<file path="config.mk">
export PLATFORM = sky130hd
export DESIGN_NAME = ring_leader_election_node_flat
export DESIGN_NICKNAME = d
export VERILOG_FILES = /design/src/hw/rtl/rle_pkg.sv /design/src/hw/rtl/rle_in_if.sv /design/src/hw/rtl/rle_out_if.sv /design/src/hw/rtl/rle_cfg_if.sv /design/src/hw/rtl/ring_leader_election_node.sv /design/src/flat_wrapper.sv
export SDC_FILE = /design/constraint.sdc
export NUM_CORES = 1
export LEC_CHECK = 0
export BUFFER_PORTS_ARGS = -buffer_cell sky130_fd_sc_hd__buf_2
export CORE_ASPECT_RATIO = 0.75
export CORE_MARGIN = 4
export CORE_UTILIZATION = 45
export CTS_CLUSTER_DIAMETER = 80
export DETAILED_ROUTE_END_ITERATION = 10
export PLACE_DENSITY = 0.61
export SLEW_MARGIN = 5
export SYNTH_ARGS = -nofsm -noshare
export SYNTH_HDL_FRONTEND = slang
export SYNTH_SLANG_ARGS = --single-unit
</file>
<file path="constraint.sdc">
create_clock -name clk_i -period 4.8 [get_ports clk_i]
set_input_delay 0.24 -clock clk_i [delete_from_list [all_inputs] [get_ports clk_i]]
set_output_delay 0.24 -clock clk_i [all_outputs]
set_load 0.03 [all_outputs]
</file>
<file path="src/hw/rtl/rle_pkg.sv">
// ----------------------------------------------------------------------------
// rle_pkg
// Shared types and constants of the ring leader election node.
// ----------------------------------------------------------------------------
package rle_pkg;

  localparam int unsigned IdW       = 16;
  localparam int unsigned HopW      = 10;
  localparam int unsigned RingW     = 11;
  localparam int unsigned PhaseW    = 4;
  localparam int unsigned TallyW    = 32;
  localparam int unsigned ReplyW    = 2;
  localparam int unsigned CfgIdxW   = 1;
  localparam int unsigned CfgDataW  = 16;

  localparam logic [PhaseW-1:0] MaxPhase = PhaseW'(9);
  localparam logic [HopW-1:0]   HopCap   = HopW'(512);
  localparam logic [RingW-1:0]  MinRing  = RingW'(2);
  localparam logic [RingW-1:0]  MaxRing  = RingW'(1024);
  localparam logic [ReplyW-1:0] ReplyMax = ReplyW'(3);
  localparam logic [ReplyW-1:0] ReplyOk  = ReplyW'(2);

  typedef enum logic [1:0] {
    OP_BEGIN    = 2'd0,
    OP_MESSAGE  = 2'd1,
    OP_CLOSE    = 2'd2,
    OP_ANNOUNCE = 2'd3
  } op_e;

  typedef enum logic [1:0] {
    KIND_PROBE    = 2'd0,
    KIND_REPLY    = 2'd1,
    KIND_ANNOUNCE = 2'd2,
    KIND_STATUS   = 2'd3
  } kind_e;

  typedef enum logic {
    MSG_PROBE = 1'b0,
    MSG_REPLY = 1'b1
  } msg_kind_e;

  typedef enum logic [CfgIdxW-1:0] {
    REG_OWN_ID    = 1'b0,
    REG_RING_SIZE = 1'b1
  } reg_e;

  localparam logic SideLeft  = 1'b0;
  localparam logic SideRight = 1'b1;

  typedef struct packed {
    logic              out_side;
    logic [1:0]        out_kind;
    logic [IdW-1:0]    out_id;
    logic [HopW-1:0]   out_hops;
    logic              still_candidate;
    logic              election_done;
    logic [IdW-1:0]    leader_id;
    logic [TallyW-1:0] messages_sent;
    logic              last;
  } result_t;

endpackage

</file>
<file path="src/hw/rtl/rle_in_if.sv">
// ----------------------------------------------------------------------------
// rle_in_if
// Request channel carrying one ring event into the node.
// ----------------------------------------------------------------------------
interface rle_in_if;
  logic                     valid;
  logic                     ready;
  logic [1:0]               operation;
  logic                     from_side;
  logic                     msg_kind;
  logic [rle_pkg::IdW-1:0]  msg_id;
  logic [rle_pkg::HopW-1:0] msg_hops;

  modport source (output valid, operation, from_side, msg_kind, msg_id, msg_hops,
                  input ready);
  modport sink   (input valid, operation, from_side, msg_kind, msg_id, msg_hops,
                  output ready);
endinterface

</file>
<file path="src/hw/rtl/rle_out_if.sv">
// ----------------------------------------------------------------------------
// rle_out_if
// Result channel carrying sent messages and node status.
// ----------------------------------------------------------------------------
interface rle_out_if;
  logic                       valid;
  logic                       ready;
  logic                       out_side;
  logic [1:0]                 out_kind;
  logic [rle_pkg::IdW-1:0]    out_id;
  logic [rle_pkg::HopW-1:0]   out_hops;
  logic                       still_candidate;
  logic                       election_done;
  logic [rle_pkg::IdW-1:0]    leader_id;
  logic [rle_pkg::TallyW-1:0] messages_sent;
  logic                       last;

  modport source (output valid, out_side, out_kind, out_id, out_hops, still_candidate,
                  election_done, leader_id, messages_sent, last,
                  input ready);
  modport sink   (input valid, out_side, out_kind, out_id, out_hops, still_candidate,
                  election_done, leader_id, messages_sent, last,
                  output ready);
endinterface

</file>
<file path="src/hw/rtl/rle_cfg_if.sv">
// ----------------------------------------------------------------------------
// rle_cfg_if
// Register write channel of the node.
// ----------------------------------------------------------------------------
interface rle_cfg_if;
  logic                         valid;
  logic                         ready;
  logic [rle_pkg::CfgIdxW-1:0]  reg_index;
  logic [rle_pkg::CfgDataW-1:0] wdata;

  modport source (output valid, reg_index, wdata, input ready);
  modport sink   (input valid, reg_index, wdata, output ready);
endinterface

</file>
<file path="src/hw/rtl/ring_leader_election_node.sv">
// ----------------------------------------------------------------------------
// ring_leader_election_node
// One node of a bidirectional ring running leader election.
// ----------------------------------------------------------------------------
//  channel  dir  payload                                        handshake
//  in_i     in   operation from_side msg_kind msg_id msg_hops    valid/ready
//  out_o    out  out_side out_kind out_id out_hops status fields valid/ready
//  cfg_i    in   reg_index wdata                                 valid/ready
//
//  one request per cycle while in_i.ready is high; state is updated in the cycle it is taken
//  each request yields one or two results into a four-entry result queue
//  in_i.ready is high while the queue has room for two results
//  with an empty queue a result shows on out_o the cycle after its request
//  results leave the queue one per cycle while out_o.ready is high
//  reset clears state and the queue; cfg_i is always ready
// ----------------------------------------------------------------------------
module ring_leader_election_node (
  input  logic      clk_i,
  input  logic      rst_ni,
  rle_in_if.sink    in_i,
  rle_out_if.source out_o,
  rle_cfg_if.sink   cfg_i
);

  localparam int unsigned Depth = 4;
  localparam int unsigned PtrW  = $clog2(Depth);
  localparam int unsigned CntW  = PtrW + 1;

  logic [rle_pkg::IdW-1:0]    own_id_q;
  logic [rle_pkg::RingW-1:0]  ring_size_q;
  logic [rle_pkg::RingW-1:0]  ring_wr;

  logic                       begun_q, begun_d;
  logic [rle_pkg::PhaseW-1:0] phase_q, phase_d;
  logic [rle_pkg::HopW-1:0]   hop_lim_q, hop_lim_d;
  logic                       cand_q, cand_d;
  logic [rle_pkg::ReplyW-1:0] replies_q, replies_d;
  logic                       fin_q, fin_d;
  logic [rle_pkg::IdW-1:0]    leader_q, leader_d;
  logic [rle_pkg::TallyW-1:0] sent_q, sent_d;
  logic [rle_pkg::TallyW-1:0] sent_p1, sent_p2;

  logic                       in_acc, out_acc, two;
  logic                       snd0;
  rle_pkg::kind_e             k0, k1;
  logic                       side0, side1;
  logic [rle_pkg::IdW-1:0]    id0, id1;
  logic [rle_pkg::HopW-1:0]   hops0, hops1;
  logic [rle_pkg::HopW-1:0]   hops_dec;
  rle_pkg::result_t           r0, r1;

  rle_pkg::result_t           fifo_q [Depth];
  logic [PtrW-1:0]            wr_ptr_q, rd_ptr_q;
  logic [CntW-1:0]            cnt_q;
  logic [CntW-1:0]            push_n;

  assign in_acc  = in_i.valid & in_i.ready;
  assign out_acc = out_o.valid & out_o.ready;
  assign in_i.ready  = (cnt_q <= CntW'(Depth - 2));
  assign cfg_i.ready = 1'b1;

  // configuration
  always_comb begin
    ring_wr = cfg_i.wdata[rle_pkg::RingW-1:0];
    if (ring_wr < rle_pkg::MinRing) begin
      ring_wr = rle_pkg::MinRing;
    end else if (ring_wr > rle_pkg::MaxRing) begin
      ring_wr = rle_pkg::MaxRing;
    end
  end

  always_ff @(posedge clk_i or negedge rst_ni) begin
    if (!rst_ni) begin
      own_id_q    <= '0;
      ring_size_q <= rle_pkg::MinRing;
    end else if (cfg_i.valid) begin
      unique case (rle_pkg::reg_e'(cfg_i.reg_index))
        rle_pkg::REG_OWN_ID:    own_id_q    <= cfg_i.wdata[rle_pkg::IdW-1:0];
        rle_pkg::REG_RING_SIZE: ring_size_q <= ring_wr;
        default: ;
      endcase
    end
  end

  // saturating send counts
  assign sent_p1  = (sent_q == '1) ? sent_q : sent_q + rle_pkg::TallyW'(1);
  assign sent_p2  = (sent_p1 == '1) ? sent_p1 : sent_p1 + rle_pkg::TallyW'(1);
  assign hops_dec = in_i.msg_hops - rle_pkg::HopW'(1);

  // request handling
  always_comb begin
    begun_d   = begun_q;
    phase_d   = phase_q;
    hop_lim_d = hop_lim_q;
    cand_d    = cand_q;
    replies_d = replies_q;
    fin_d     = fin_q;
    leader_d  = leader_q;
    snd0      = 1'b0;
    two       = 1'b0;
    k0        = rle_pkg::KIND_STATUS;
    side0     = rle_pkg::SideLeft;
    id0       = '0;
    hops0     = '0;
    k1        = rle_pkg::KIND_PROBE;
    side1     = rle_pkg::SideRight;
    id1       = own_id_q;
    hops1     = '0;

    unique case (rle_pkg::op_e'(in_i.operation))
      rle_pkg::OP_BEGIN: begin
        if (!fin_q) begin
          if (!begun_q) begin
            phase_d = '0;
          end else if (phase_q < rle_pkg::MaxPhase) begin
            phase_d = phase_q + rle_pkg::PhaseW'(1);
          end
          begun_d   = 1'b1;
          hop_lim_d = rle_pkg::HopW'(1) << phase_d;
          replies_d = '0;
          if (cand_q) begin
            snd0  = 1'b1;
            two   = 1'b1;
            k0    = rle_pkg::KIND_PROBE;
            side0 = rle_pkg::SideLeft;
            id0   = own_id_q;
            hops0 = hop_lim_d;
            hops1 = hop_lim_d;
          end
        end
      end
      rle_pkg::OP_MESSAGE: begin
        if (in_i.msg_hops != '0) begin
          if (rle_pkg::msg_kind_e'(in_i.msg_kind) == rle_pkg::MSG_PROBE) begin
            if (in_i.msg_id >= own_id_q) begin
              snd0 = 1'b1;
              id0  = in_i.msg_id;
              if (in_i.msg_hops == rle_pkg::HopW'(1)) begin
                k0    = rle_pkg::KIND_REPLY;
                side0 = in_i.from_side;
                hops0 = hop_lim_q;
              end else begin
                k0    = rle_pkg::KIND_PROBE;
                side0 = ~in_i.from_side;
                hops0 = hops_dec;
              end
            end
          end else if (in_i.msg_hops == rle_pkg::HopW'(1) && in_i.msg_id == own_id_q) begin
            if (replies_q != rle_pkg::ReplyMax) begin
              replies_d = replies_q + rle_pkg::ReplyW'(1);
            end
          end else begin
            snd0  = 1'b1;
            k0    = rle_pkg::KIND_REPLY;
            side0 = ~in_i.from_side;
            id0   = in_i.msg_id;
            hops0 = hops_dec;
          end
        end
      end
      rle_pkg::OP_CLOSE: begin
        if (begun_q && !fin_q) begin
          cand_d = cand_q && (replies_q == rle_pkg::ReplyOk);
          if (hop_lim_q > ring_size_q[rle_pkg::RingW-1:1] || hop_lim_q >= rle_pkg::HopCap) begin
            fin_d = 1'b1;
            if (cand_d) begin
              leader_d = own_id_q;
              snd0     = 1'b1;
              k0       = rle_pkg::KIND_ANNOUNCE;
              side0    = rle_pkg::SideRight;
              id0      = own_id_q;
            end
          end
        end
      end
      rle_pkg::OP_ANNOUNCE: begin
        if (fin_q) begin
          leader_d = in_i.msg_id;
          if (!cand_q) begin
            snd0  = 1'b1;
            k0    = rle_pkg::KIND_ANNOUNCE;
            side0 = rle_pkg::SideRight;
            id0   = in_i.msg_id;
          end
        end
      end
      default: ;
    endcase

    sent_d = two ? sent_p2 : (snd0 ? sent_p1 : sent_q);

    r0.out_side        = side0;
    r0.out_kind        = k0;
    r0.out_id          = id0;
    r0.out_hops        = hops0;
    r0.still_candidate = cand_d;
    r0.election_done   = fin_d;
    r0.leader_id       = leader_d;
    r0.messages_sent   = snd0 ? sent_p1 : sent_q;
    r0.last            = ~two;

    r1.out_side        = side1;
    r1.out_kind        = k1;
    r1.out_id          = id1;
    r1.out_hops        = hops1;
    r1.still_candidate = cand_d;
    r1.election_done   = fin_d;
    r1.leader_id       = leader_d;
    r1.messages_sent   = sent_p2;
    r1.last            = 1'b1;
  end

  always_ff @(posedge clk_i or negedge rst_ni) begin
    if (!rst_ni) begin
      begun_q   <= 1'b0;
      phase_q   <= '0;
      hop_lim_q <= '0;
      cand_q    <= 1'b1;
      replies_q <= '0;
      fin_q     <= 1'b0;
      leader_q  <= '0;
      sent_q    <= '0;
    end else if (in_acc) begin
      begun_q   <= begun_d;
      phase_q   <= phase_d;
      hop_lim_q <= hop_lim_d;
      cand_q    <= cand_d;
      replies_q <= replies_d;
      fin_q     <= fin_d;
      leader_q  <= leader_d;
      sent_q    <= sent_d;
    end
  end

  // result queue
  assign push_n = in_acc ? (two ? CntW'(2) : CntW'(1)) : '0;

  always_ff @(posedge clk_i) begin
    if (in_acc) begin
      fifo_q[wr_ptr_q] <= r0;
      if (two) begin
        fifo_q[wr_ptr_q + PtrW'(1)] <= r1;
      end
    end
  end

  always_ff @(posedge clk_i or negedge rst_ni) begin
    if (!rst_ni) begin
      wr_ptr_q <= '0;
      rd_ptr_q <= '0;
      cnt_q    <= '0;
    end else begin
      wr_ptr_q <= wr_ptr_q + push_n[PtrW-1:0];
      if (out_acc) begin
        rd_ptr_q <= rd_ptr_q + PtrW'(1);
      end
      cnt_q <= cnt_q + push_n - (out_acc ? CntW'(1) : CntW'(0));
    end
  end

  assign out_o.valid           = (cnt_q != '0);
  assign out_o.out_side        = fifo_q[rd_ptr_q].out_side;
  assign out_o.out_kind        = fifo_q[rd_ptr_q].out_kind;
  assign out_o.out_id          = fifo_q[rd_ptr_q].out_id;
  assign out_o.out_hops        = fifo_q[rd_ptr_q].out_hops;
  assign out_o.still_candidate = fifo_q[rd_ptr_q].still_candidate;
  assign out_o.election_done   = fifo_q[rd_ptr_q].election_done;
  assign out_o.leader_id       = fifo_q[rd_ptr_q].leader_id;
  assign out_o.messages_sent   = fifo_q[rd_ptr_q].messages_sent;
  assign out_o.last            = fifo_q[rd_ptr_q].last;

  // checks
  a_cnt_bound: assert property (@(posedge clk_i) disable iff (!rst_ni)
    cnt_q <= CntW'(Depth))
    else $error("result queue overflow");

  a_push_visible: assert property (@(posedge clk_i) disable iff (!rst_ni)
    in_acc |=> out_o.valid)
    else $error("accepted request left no result");

  a_fin_sticky: assert property (@(posedge clk_i) disable iff (!rst_ni)
    fin_q |=> fin_q)
    else $error("election done flag cleared");

  a_cand_no_rise: assert property (@(posedge clk_i) disable iff (!rst_ni)
    !cand_q |=> !cand_q)
    else $error("candidate flag set again");

endmodule

</file>
<file path="src/flat_wrapper.sv">
// flat-port wrapper written by rule: the top's interface ports become plain ports
module ring_leader_election_node_flat 
  (clk_i, rst_ni, in_i_valid, in_i_operation, in_i_from_side, in_i_msg_kind, in_i_msg_id, in_i_msg_hops, in_i_ready, out_o_valid, out_o_out_side, out_o_out_kind, out_o_out_id, out_o_out_hops, out_o_still_candidate, out_o_election_done, out_o_leader_id, out_o_messages_sent, out_o_last, out_o_ready, cfg_i_valid, cfg_i_reg_index, cfg_i_wdata, cfg_i_ready);
  rle_in_if in_i_i ();
  rle_out_if out_o_i ();
  rle_cfg_if cfg_i_i ();
  input  logic clk_i;
  input  logic rst_ni;
  input wire logic [$bits(in_i_i.valid)-1:0] in_i_valid;
  input wire logic [$bits(in_i_i.operation)-1:0] in_i_operation;
  input wire logic [$bits(in_i_i.from_side)-1:0] in_i_from_side;
  input wire logic [$bits(in_i_i.msg_kind)-1:0] in_i_msg_kind;
  input wire logic [$bits(in_i_i.msg_id)-1:0] in_i_msg_id;
  input wire logic [$bits(in_i_i.msg_hops)-1:0] in_i_msg_hops;
  output wire logic [$bits(in_i_i.ready)-1:0] in_i_ready;
  output wire logic [$bits(out_o_i.valid)-1:0] out_o_valid;
  output wire logic [$bits(out_o_i.out_side)-1:0] out_o_out_side;
  output wire logic [$bits(out_o_i.out_kind)-1:0] out_o_out_kind;
  output wire logic [$bits(out_o_i.out_id)-1:0] out_o_out_id;
  output wire logic [$bits(out_o_i.out_hops)-1:0] out_o_out_hops;
  output wire logic [$bits(out_o_i.still_candidate)-1:0] out_o_still_candidate;
  output wire logic [$bits(out_o_i.election_done)-1:0] out_o_election_done;
  output wire logic [$bits(out_o_i.leader_id)-1:0] out_o_leader_id;
  output wire logic [$bits(out_o_i.messages_sent)-1:0] out_o_messages_sent;
  output wire logic [$bits(out_o_i.last)-1:0] out_o_last;
  input wire logic [$bits(out_o_i.ready)-1:0] out_o_ready;
  input wire logic [$bits(cfg_i_i.valid)-1:0] cfg_i_valid;
  input wire logic [$bits(cfg_i_i.reg_index)-1:0] cfg_i_reg_index;
  input wire logic [$bits(cfg_i_i.wdata)-1:0] cfg_i_wdata;
  output wire logic [$bits(cfg_i_i.ready)-1:0] cfg_i_ready;
  assign in_i_i.valid = in_i_valid;
  assign in_i_i.operation = in_i_operation;
  assign in_i_i.from_side = in_i_from_side;
  assign in_i_i.msg_kind = in_i_msg_kind;
  assign in_i_i.msg_id = in_i_msg_id;
  assign in_i_i.msg_hops = in_i_msg_hops;
  assign in_i_ready = in_i_i.ready;
  assign out_o_valid = out_o_i.valid;
  assign out_o_out_side = out_o_i.out_side;
  assign out_o_out_kind = out_o_i.out_kind;
  assign out_o_out_id = out_o_i.out_id;
  assign out_o_out_hops = out_o_i.out_hops;
  assign out_o_still_candidate = out_o_i.still_candidate;
  assign out_o_election_done = out_o_i.election_done;
  assign out_o_leader_id = out_o_i.leader_id;
  assign out_o_messages_sent = out_o_i.messages_sent;
  assign out_o_last = out_o_i.last;
  assign out_o_i.ready = out_o_ready;
  assign cfg_i_i.valid = cfg_i_valid;
  assign cfg_i_i.reg_index = cfg_i_reg_index;
  assign cfg_i_i.wdata = cfg_i_wdata;
  assign cfg_i_ready = cfg_i_i.ready;
  ring_leader_election_node u_core (.clk_i(clk_i), .rst_ni(rst_ni), .in_i(in_i_i), .out_o(out_o_i), .cfg_i(cfg_i_i));
endmodule
</file>
-- Word level (Yosys, flattened, before mapping)
Memories as Yosys holds them, arrays and structs flattened.
Index checks and enable logic that the tools add are counted.
- logic and storage cells: 152
- flip-flop bits (word level): 101
- bits in writable memories: 320
- bits of input ports: 52
- latch bits: 0
- ROM bits: 0
- memories: 1
- eq/ne operators: 14
- multiplexer cells: 87
- $lt $le $gt $ge: 7
- $mul: 0
- reduce and logical (&&, ||, !) cells: 13
- bitwise operators: 6
- $add $sub $neg: 10
- shift operators: 1
- divide/modulo/power cells: 0
- memory list (name ; words ; bits a word ; read ports ; clocked after memory_dff ; wr ports ; line ; RTL):
    u_core.fifo_q ; 4 ; 80 ; 1 ; 0 ; 2 ; ring_leader_election_node.sv:52 ; rle_pkg::result_t fifo_q [Depth];
- operator list (kind ; number):
    16-bit 2-to-1 mux ; 15
    32-bit 2-to-1 mux ; 4
    10-bit 2-to-1 mux ; 8
    32-bit by 1-bit adder with 32-bit output, second input constant ; 2
    32-bit == test, second input constant ; 2
    16-bit one-hot mux with 4 select lines ; 1
    16-bit one-hot mux with 2 select lines ; 1
    1-bit 2-to-1 mux ; 31
    2-bit 2-to-1 mux ; 15
    11-bit 2-to-1 mux ; 2
    10-bit one-hot mux with 2 select lines ; 1
    16-bit == test ; 1
    16-bit greater-or-equal comparator ; 1
    4-bit 2-to-1 mux ; 4
    11-bit > comparator, second input constant ; 1
    11-bit by 2-bit < comparator with 1-bit output, second input constant ; 1
    10-bit by 1-bit == test with 1-bit output, second input constant ; 1
    10-bit greater-or-equal comparator, second input constant ; 1
    10-bit > comparator ; 1
    10-bit nonzero test ; 1
    1-bit by 4-bit << shifter with 10-bit output, first input constant ; 1
    10-bit by 1-bit subtractor with 10-bit output, second input constant ; 1
    1-bit one-hot mux with 4 select lines ; 2
    2-bit one-hot mux with 4 select lines ; 1
    other kinds (24) ; 39

-- Logic depth before layout (Yosys ltp)
Gate-level depths: netlist of run 1.
- depth after elaboration: 9
- mapped depth: 18
- mapped depth without buffers: 15

-- Least setup slack after synthesis of run 1
Ideal clock, no wire load.
- path kind: register to register
- start: register u_core.cnt_q[1]
- end: memory u_core.fifo_q[3][10] (netlist name), enable pin
- cell stages (with the launch flop): 10
- required time: 4.370 ns
- setup time: 0.430 ns
- slack: 0.331 ns
- clock period less this slack: 4.469 ns
- arrival time: 4.039 ns
- buffers on the path: 1
- path through: dfrtp_1 > a21oi_1 > and2_1 > clkbuf_1 > nand3b_1 > nor2_1 > clkinv_1 > nor3b_1 > nor2_1 > inv_1
- RTL lines (what ; line ; RTL):
    start, declared ; ring_leader_election_node.sv:54 ; logic [CntW-1:0] cnt_q;
    start signal, assigned ; ring_leader_election_node.sv:257 ; cnt_q <= cnt_q + push_n - (out_acc ? CntW'(1) : CntW'(0));
    end, declared ; ring_leader_election_node.sv:52 ;

==> results of run 1 <==
-- final timing paths --
path                                           start                    to  slack, ns  depth (start not counted)
worst max register to register      u_core.sent_q[4]  u_core.fifo_q[0][19]       0.23                         10
min in group asynchronous                     rst_ni     u_core.sent_q[21]       0.28                          2
worst max-delay path                u_core.sent_q[4]  u_core.fifo_q[0][19]       0.23                         10
worst min-delay path                 in_i_msg_id[12]  u_core.fifo_q[2][73]       0.03                          2
worst min register to register  u_core.fifo_q[2][77]  u_core.fifo_q[2][77]       0.48                          2
max in group asynchronous                     rst_ni   u_core.hop_lim_q[6]       3.20                          3
-- power groups by stage --
stage	combinational [µW]	sequential (µW)	clock (µW)
2_1_floorplan	3400	4730	0
3_3_place_gp	4740	5000	0
3_5_place_dp	4780	5030	0
4_1_cts	4810	4960	3630
5_1_grt	5120	5020	3780
6_report	4820	4950	3580
-- routing by layer --
layer  vias up  global-route usage [%]  wire length (µm)
li1       8450                       -                 -
met1      9630                    42.5             34700
met2      1116                    41.4             33500
met3       147                    5.42              8290
met4         0                    8.77              2290
met5         -                       0                 0
-- cell usage after synthesis (51+ instances only) --
cell type | n | area [µm²]
mux4_2 | 80 | 1800
nand3_1 | 51 | 255
nor2_1 | 231 | 867
xnor2_1 | 57 | 499
a21oi_1 | 81 | 405
inv_1 | 57 | 214
dfrtp_1 | 98 | 2450
o21ai_0 | 128 | 641
o22ai_1 | 135 | 845
clkbuf_1 | 122 | 458
nand2_1 | 199 | 747
edfxtp_1 | 304 | 9130
-- worst max-delay path, stage by stage, from the launching register on --
cell and delay [ns]:
dfrtp_1 0.61, nand3_2 0.24, nor4_1 0.69, o211ai_2 0.28, or4_1 0.57, a221oi_1 0.52, and3_2 0.38, nand3_1 0.12
a41oi_1 0.54, o22ai_1 0.17, o22a_1 0.21
-- logic make-up after synthesis --
kind of cell | count (synthesis) | synth area share [%]
other | 1 | 0.0161
AND/OR/NAND/NOR | 704 | 14.5
XOR/XNOR | 88 | 3.40
multiplexers | 108 | 8.98
AO/OA/AOI/OAI | 566 | 15.8
flip-flops | 420 | 51.3
buffers and inverters | 228 | 3.91
adder cells (fa/ha/maj) | 39 | 2.13
-- timing repair --
item | 4_1_cts | 5_1_grt
endpoints found under the setup margin | 0 | 32
hold endpoints to repair | 65 | 0
hold buffers | 17 | 0
setup buffers | 0 | 1
gates resized for setup | 0 | 3
-- layout make-up --
class | count | share of cell area, %
Clock inverter | 25 | 1.15
Inverter | 59 | 0.851
Tap cell | 657 | 3.09
Timing Repair Buffer | 246 | 6.14
Multi-Input combinational cell | 1506 | 39.4
Clock buffer | 57 | 4.47
Sequential cell | 420 | 44.9
-- registers in the layout, summed over array words and instances, names as in the netlist --
name and cells:
u_core.leader_q 16, u_core.fin_q 1, u_core.rd_ptr_q 2, u_core.id1 16, u_core.ring_size_q 10, u_core.cand_q 1, u_core.phase_q 4, u_core.sent_q 32
u_core.cnt_q 3, u_core.hop_lim_q 10, u_core.wr_ptr_q 2, u_core.replies_q 2, u_core.fifo_q 320, u_core.begun_q 1
-- per-stage QoR --
| stage | setup slack (ns) | util, % | hold WS, ns | std cells |
|---|---|---|---|---|
| after global routing | 0.0209 | 52.6 | 0.0220 | 2970 |
| after floorplan | 0.331 | - | -0.0556 | 2154 |
| after global placement | 0.469 | 49.2 | 0.328 | 2870 |
| after CTS | 0.197 | 52.5 | 0.00105 | 2969 |
| after detailed placement | 0.238 | 49.2 | 0.336 | 2870 |
| final | 0.227 | 52.6 | 0.0323 | 2970 |
==> reports/metrics.cfg, run 1 <==
[outcome]
outcome=complete, no violations

[floorplanning]
die_h_um=205
start_util_pct=46.0
placementRows=71
die_w_um=271
ios=135
die_area_um2=55500
core_area_um2=50600

[timing]
slew_violations=0
clock_skew_ns=0.0197
setup_violations=0
period_minus_slack_ns=4.57
min_period_over_period_pct=95.3
hold_viol_final=0
fin_setup_tns_ns=0
fmax_ghz=0.219
relSlewSlack_pct=17.4
rsz0062_at_grt=false
worst_slew_pin_slew_ns=1.23

[layout]
fillers=4461
seq_area_um2=12000
layout_commonest_cell=edfxtp_1
drive_gt1_share_pct=18.8
fin_nets=2368
layout_common_cells=edfxtp_1 (304), nor2_1 (229), nand2_1 (197)
design_area_um2=26600
areaGrowthSynthToFinish_pct=14.2
diodes=0
multi_input_area_um2=10500

[yosys]
synth_top_flop_cell=edfxtp_1
syn-cell-area_um2=23300
yosysWarningCount=0
ys_ff_latch=420
syn_avg_cell_area_um2=10.8
synth_edf_count=304
synth_cell_types=89
yosysSeqAreaShare_pct=51.3
syn_inst=2154
synth-async-reset-ratio_pct=23.8
synth_fp_nets=2245

[drt]
viasPerCell=6.51
wl_per_cell_um=26.5
wl_mm=78.8
vias=19300
first_pass_iters=5
drcViolationCount=0
first_iter_violations=2252
drtAntennaViolNets=0

[power]
p_sw_uw=5220
power_frac_clock_pct=26.8
p_leak_uw=0.00934
comb_power_share_pct=36.1
swShare_pct=39.1
powerDensity_nw_per_um2=501
finalPower_uw=13300
irDropWorstVdd_uv=403
power_frac_seq_pct=37.1
p_int_uw=8120

[global_route]
antenna_found_initial=1
grt_overflow=0
grtUsageTotal_pct=28.2
grt_pass1_vias=19200
grt_pass1_wl_mm=120
grt_max_degree=71

[clocking]
clk_pin_slew_worst_paths_ns=0.06
cts_inserted_buffers=44
ctsLongestPathBuffers=3
cts_tree=yes
cts_root_buffer=clkbuf_16
cts.htree.levels=2
cts.sinks=420
clkLatencyLatePin_ns=0.60

[critical_path]
crit_type=register to register
worst_setup_path_start_kind=register
cp_max_fo=12
required_ns=5.14
arrival_ns=4.91
endpoint_kind=register

[placed_design]
placed_area_um2=24900
dp_hpwl_mm=51.7
gp_congestion=0.982
io_buffers=133

[job]
cap_violations=0

[min_path]
min_path_type=input port to register

No activity file was read; power rests on OpenSTA's default activity.
==> run 2: changes to the inputs <==
--- a/config.mk
+++ b/config.mk
@@ -12,6 +12,7 @@
 export CTS_CLUSTER_DIAMETER = 80
 export DETAILED_ROUTE_END_ITERATION = 10
 export PLACE_DENSITY = 0.61
+export REMOVE_ABC_BUFFERS = 1
 export SLEW_MARGIN = 5
 export SYNTH_ARGS = -nofsm -noshare
 export SYNTH_HDL_FRONTEND = slang
==> run 2 against run 1 <==
  * Non-clock buffer count is 37 higher
  * Clock skew grew 0.013 ns
  * Critical path depth rose by 4
  * Via count up 1.1%
  * Global-route usage increased by 0.38 points
  * Final cell count rose by 1.2%
  * Power decreased by 0.51%
  * Combinational power is 1% higher
==> reports/metrics.cfg, run 2 (synthesized netlist as in run 1, its figures left out) <==
[drt]
drcViolationCount=0
first_iter_violations=2254
wl_per_cell_um=26.8
wl_mm=80.7
drtAntennaViolNets=0
first_pass_iters=6
vias=19600
viasPerCell=6.51

[timing]
clock_skew_ns=0.0324
rsz0062_at_grt=false
fmax_ghz=0.220
relSlewSlack_pct=22.0
period_minus_slack_ns=4.56
worst_slack_ns=0.245
worst_slew_pin_slew_ns=1.16
min_period_over_period_pct=94.9
setup_violations=0
slew_violations=0
hold_viol_final=0

[power]
comb_power_share_pct=36.8
power_frac_clock_pct=26.1
p_leak_uw=0.00950
swShare_pct=39.3
p_sw_uw=5210
power_frac_seq_pct=37.2
finalPower_uw=13300
irDropWorstVdd_uv=279
p_int_uw=8060
powerDensity_nw_per_um2=494

[layout]
fin_util_pct=53.0
top_regs=u_core.fifo_q: 320 flops, u_core.sent_q: 32 flops
largest_reg_flops=320
layout_common_cells=edfxtp_1 (304), nor2_1 (230), nand2_1 (198)
finalNonFillerCells=3006
areaGrowthSynthToFinish_pct=15.2
fillers=4456
fin_nets=2405
diodes=0
regMostFlops=u_core.fifo_q
drive_gt1_share_pct=19.8
layout_commonest_cell=edfxtp_1

[floorplanning]
placementRows=71
core_area_um2=50600
start_util_pct=46.0
ios=135
die_h_um=205
die_area_um2=55500
die_w_um=271

[global_route]
grt_overflow=0
grt_pass1_wl_mm=121
grtUsageTotal_pct=28.6
grt_max_degree=101
antenna_found_initial=1
grt_pass1_vias=19300

[clocking]
cts_tree=yes
cts_inserted_buffers=44
clk_pin_slew_worst_paths_ns=0.06
cts.htree.levels=2
clkLatencyLatePin_ns=0.60
cts.sinks=420
ctsLongestPathBuffers=3
cts_root_buffer=clkbuf_16

[outcome]
outcome=complete, no violations

[placed_design]
dp_cells=2905
pre_cts_slack_ns=0.0777
io_buffers=133
dp_hpwl_mm=53.1
gp_congestion=0.963

[critical_path]
crit_type=register to register
endpoint_kind=register
required_ns=5.09
arrival_ns=4.84
worst_setup_path_start_kind=register
cp_max_fo=13

[min_path]
min_path_type=input port to register

[job]
cap_violations=0

-- run 2: cell types whose count changed in the layout (fill, tap and decap cells not counted), sizes merged --
cell / delta
buf: +35
bufinv: -3
clkbuf: +6
clkinv: -7
dlygate4sd3: +2
inv: +3
-- run 2: layout make-up --
cell class / count / area (µm²) / share of cell area [%]
tap: 657 / 822 / 3.06
multi-input combinational: 1506 / 10500 / 39.0
inverter: 59 / 226 / 0.843
timing repair buffer: 283 / 1930 / 7.18
sequential: 420 / 12000 / 44.5
clock inverter: 18 / 169 / 0.629
clock buffer: 63 / 1260 / 4.71
-- run 2: timing repair --
item                       4_1_cts  5_1_grt
hold buffers                    19        0
setup endpoints to repair        0       34
gates resized for setup          0        3
buffers inserted                 0        1
hold endpoints to repair       124        0
-- run 2: worst max-delay path, stage by stage, from the launching register on --
cell and delay, ns:
dfrtp_1 0.53, ha_1 0.25, nand4_1 0.17, or4_1 0.70
nor2_1 0.27, buf_4 0.20, o21ai_1 0.18, a211o_1 0.39
nor4_4 0.29, buf_4 0.22, nand4_4 0.25, buf_4 0.28
a31oi_4 0.21, xor2_2 0.22, o22ai_1 0.10
-- run 2: per-layer routing --
layer	part of all wire (%)	up-vias	GRT usage, %
met1	44	9738	42.7
met2	43	1131	42.0
met4	2.3	0	7.93
li1	-	8535	-
met5	0	-	0
met3	11	155	6.57
-- run 2: power groups by stage --
stage | registers, µW | logic [µW] | clock network [µW]
detailed placement | 5000 | 4840 | 0
finish | 4930 | 4880 | 3460
global route | 4990 | 5180 | 3660
floorplan | 5040 | 3040 | 0
CTS | 4930 | 4870 | 3500
global placement | 4970 | 4800 | 0
-- run 2: final timing paths --
check	slack, ns	to	startpoint	depth (start not counted)
max in group asynchronous	3.97	u_core.rd_ptr_q[0]	rst_ni	3
min in group asynchronous	0.25	u_core.sent_q[31]	rst_ni	3
worst max register to register	0.24	u_core.fifo_q[1][8]	u_core.sent_q[1]	14
worst max-delay path	0.24	u_core.fifo_q[1][8]	u_core.sent_q[1]	14
worst min-delay path	0.04	u_core.fifo_q[0][63]	in_i_msg_id[2]	2
worst min register to register	0.48	u_core.fifo_q[1][0]	u_core.fifo_q[1][0]	2
-- run 2: through the flow --
stage                     hold slack, ns  TNS [ns]  area [µm²]
after global routing              0.0326         0       26900
after CTS                        0.00419         0       26800
after detailed placement           0.370         0       25200
after floorplan                  -0.0556   -296.04       22600
after global placement             0.375         0       25200
final                             0.0395         0       26900
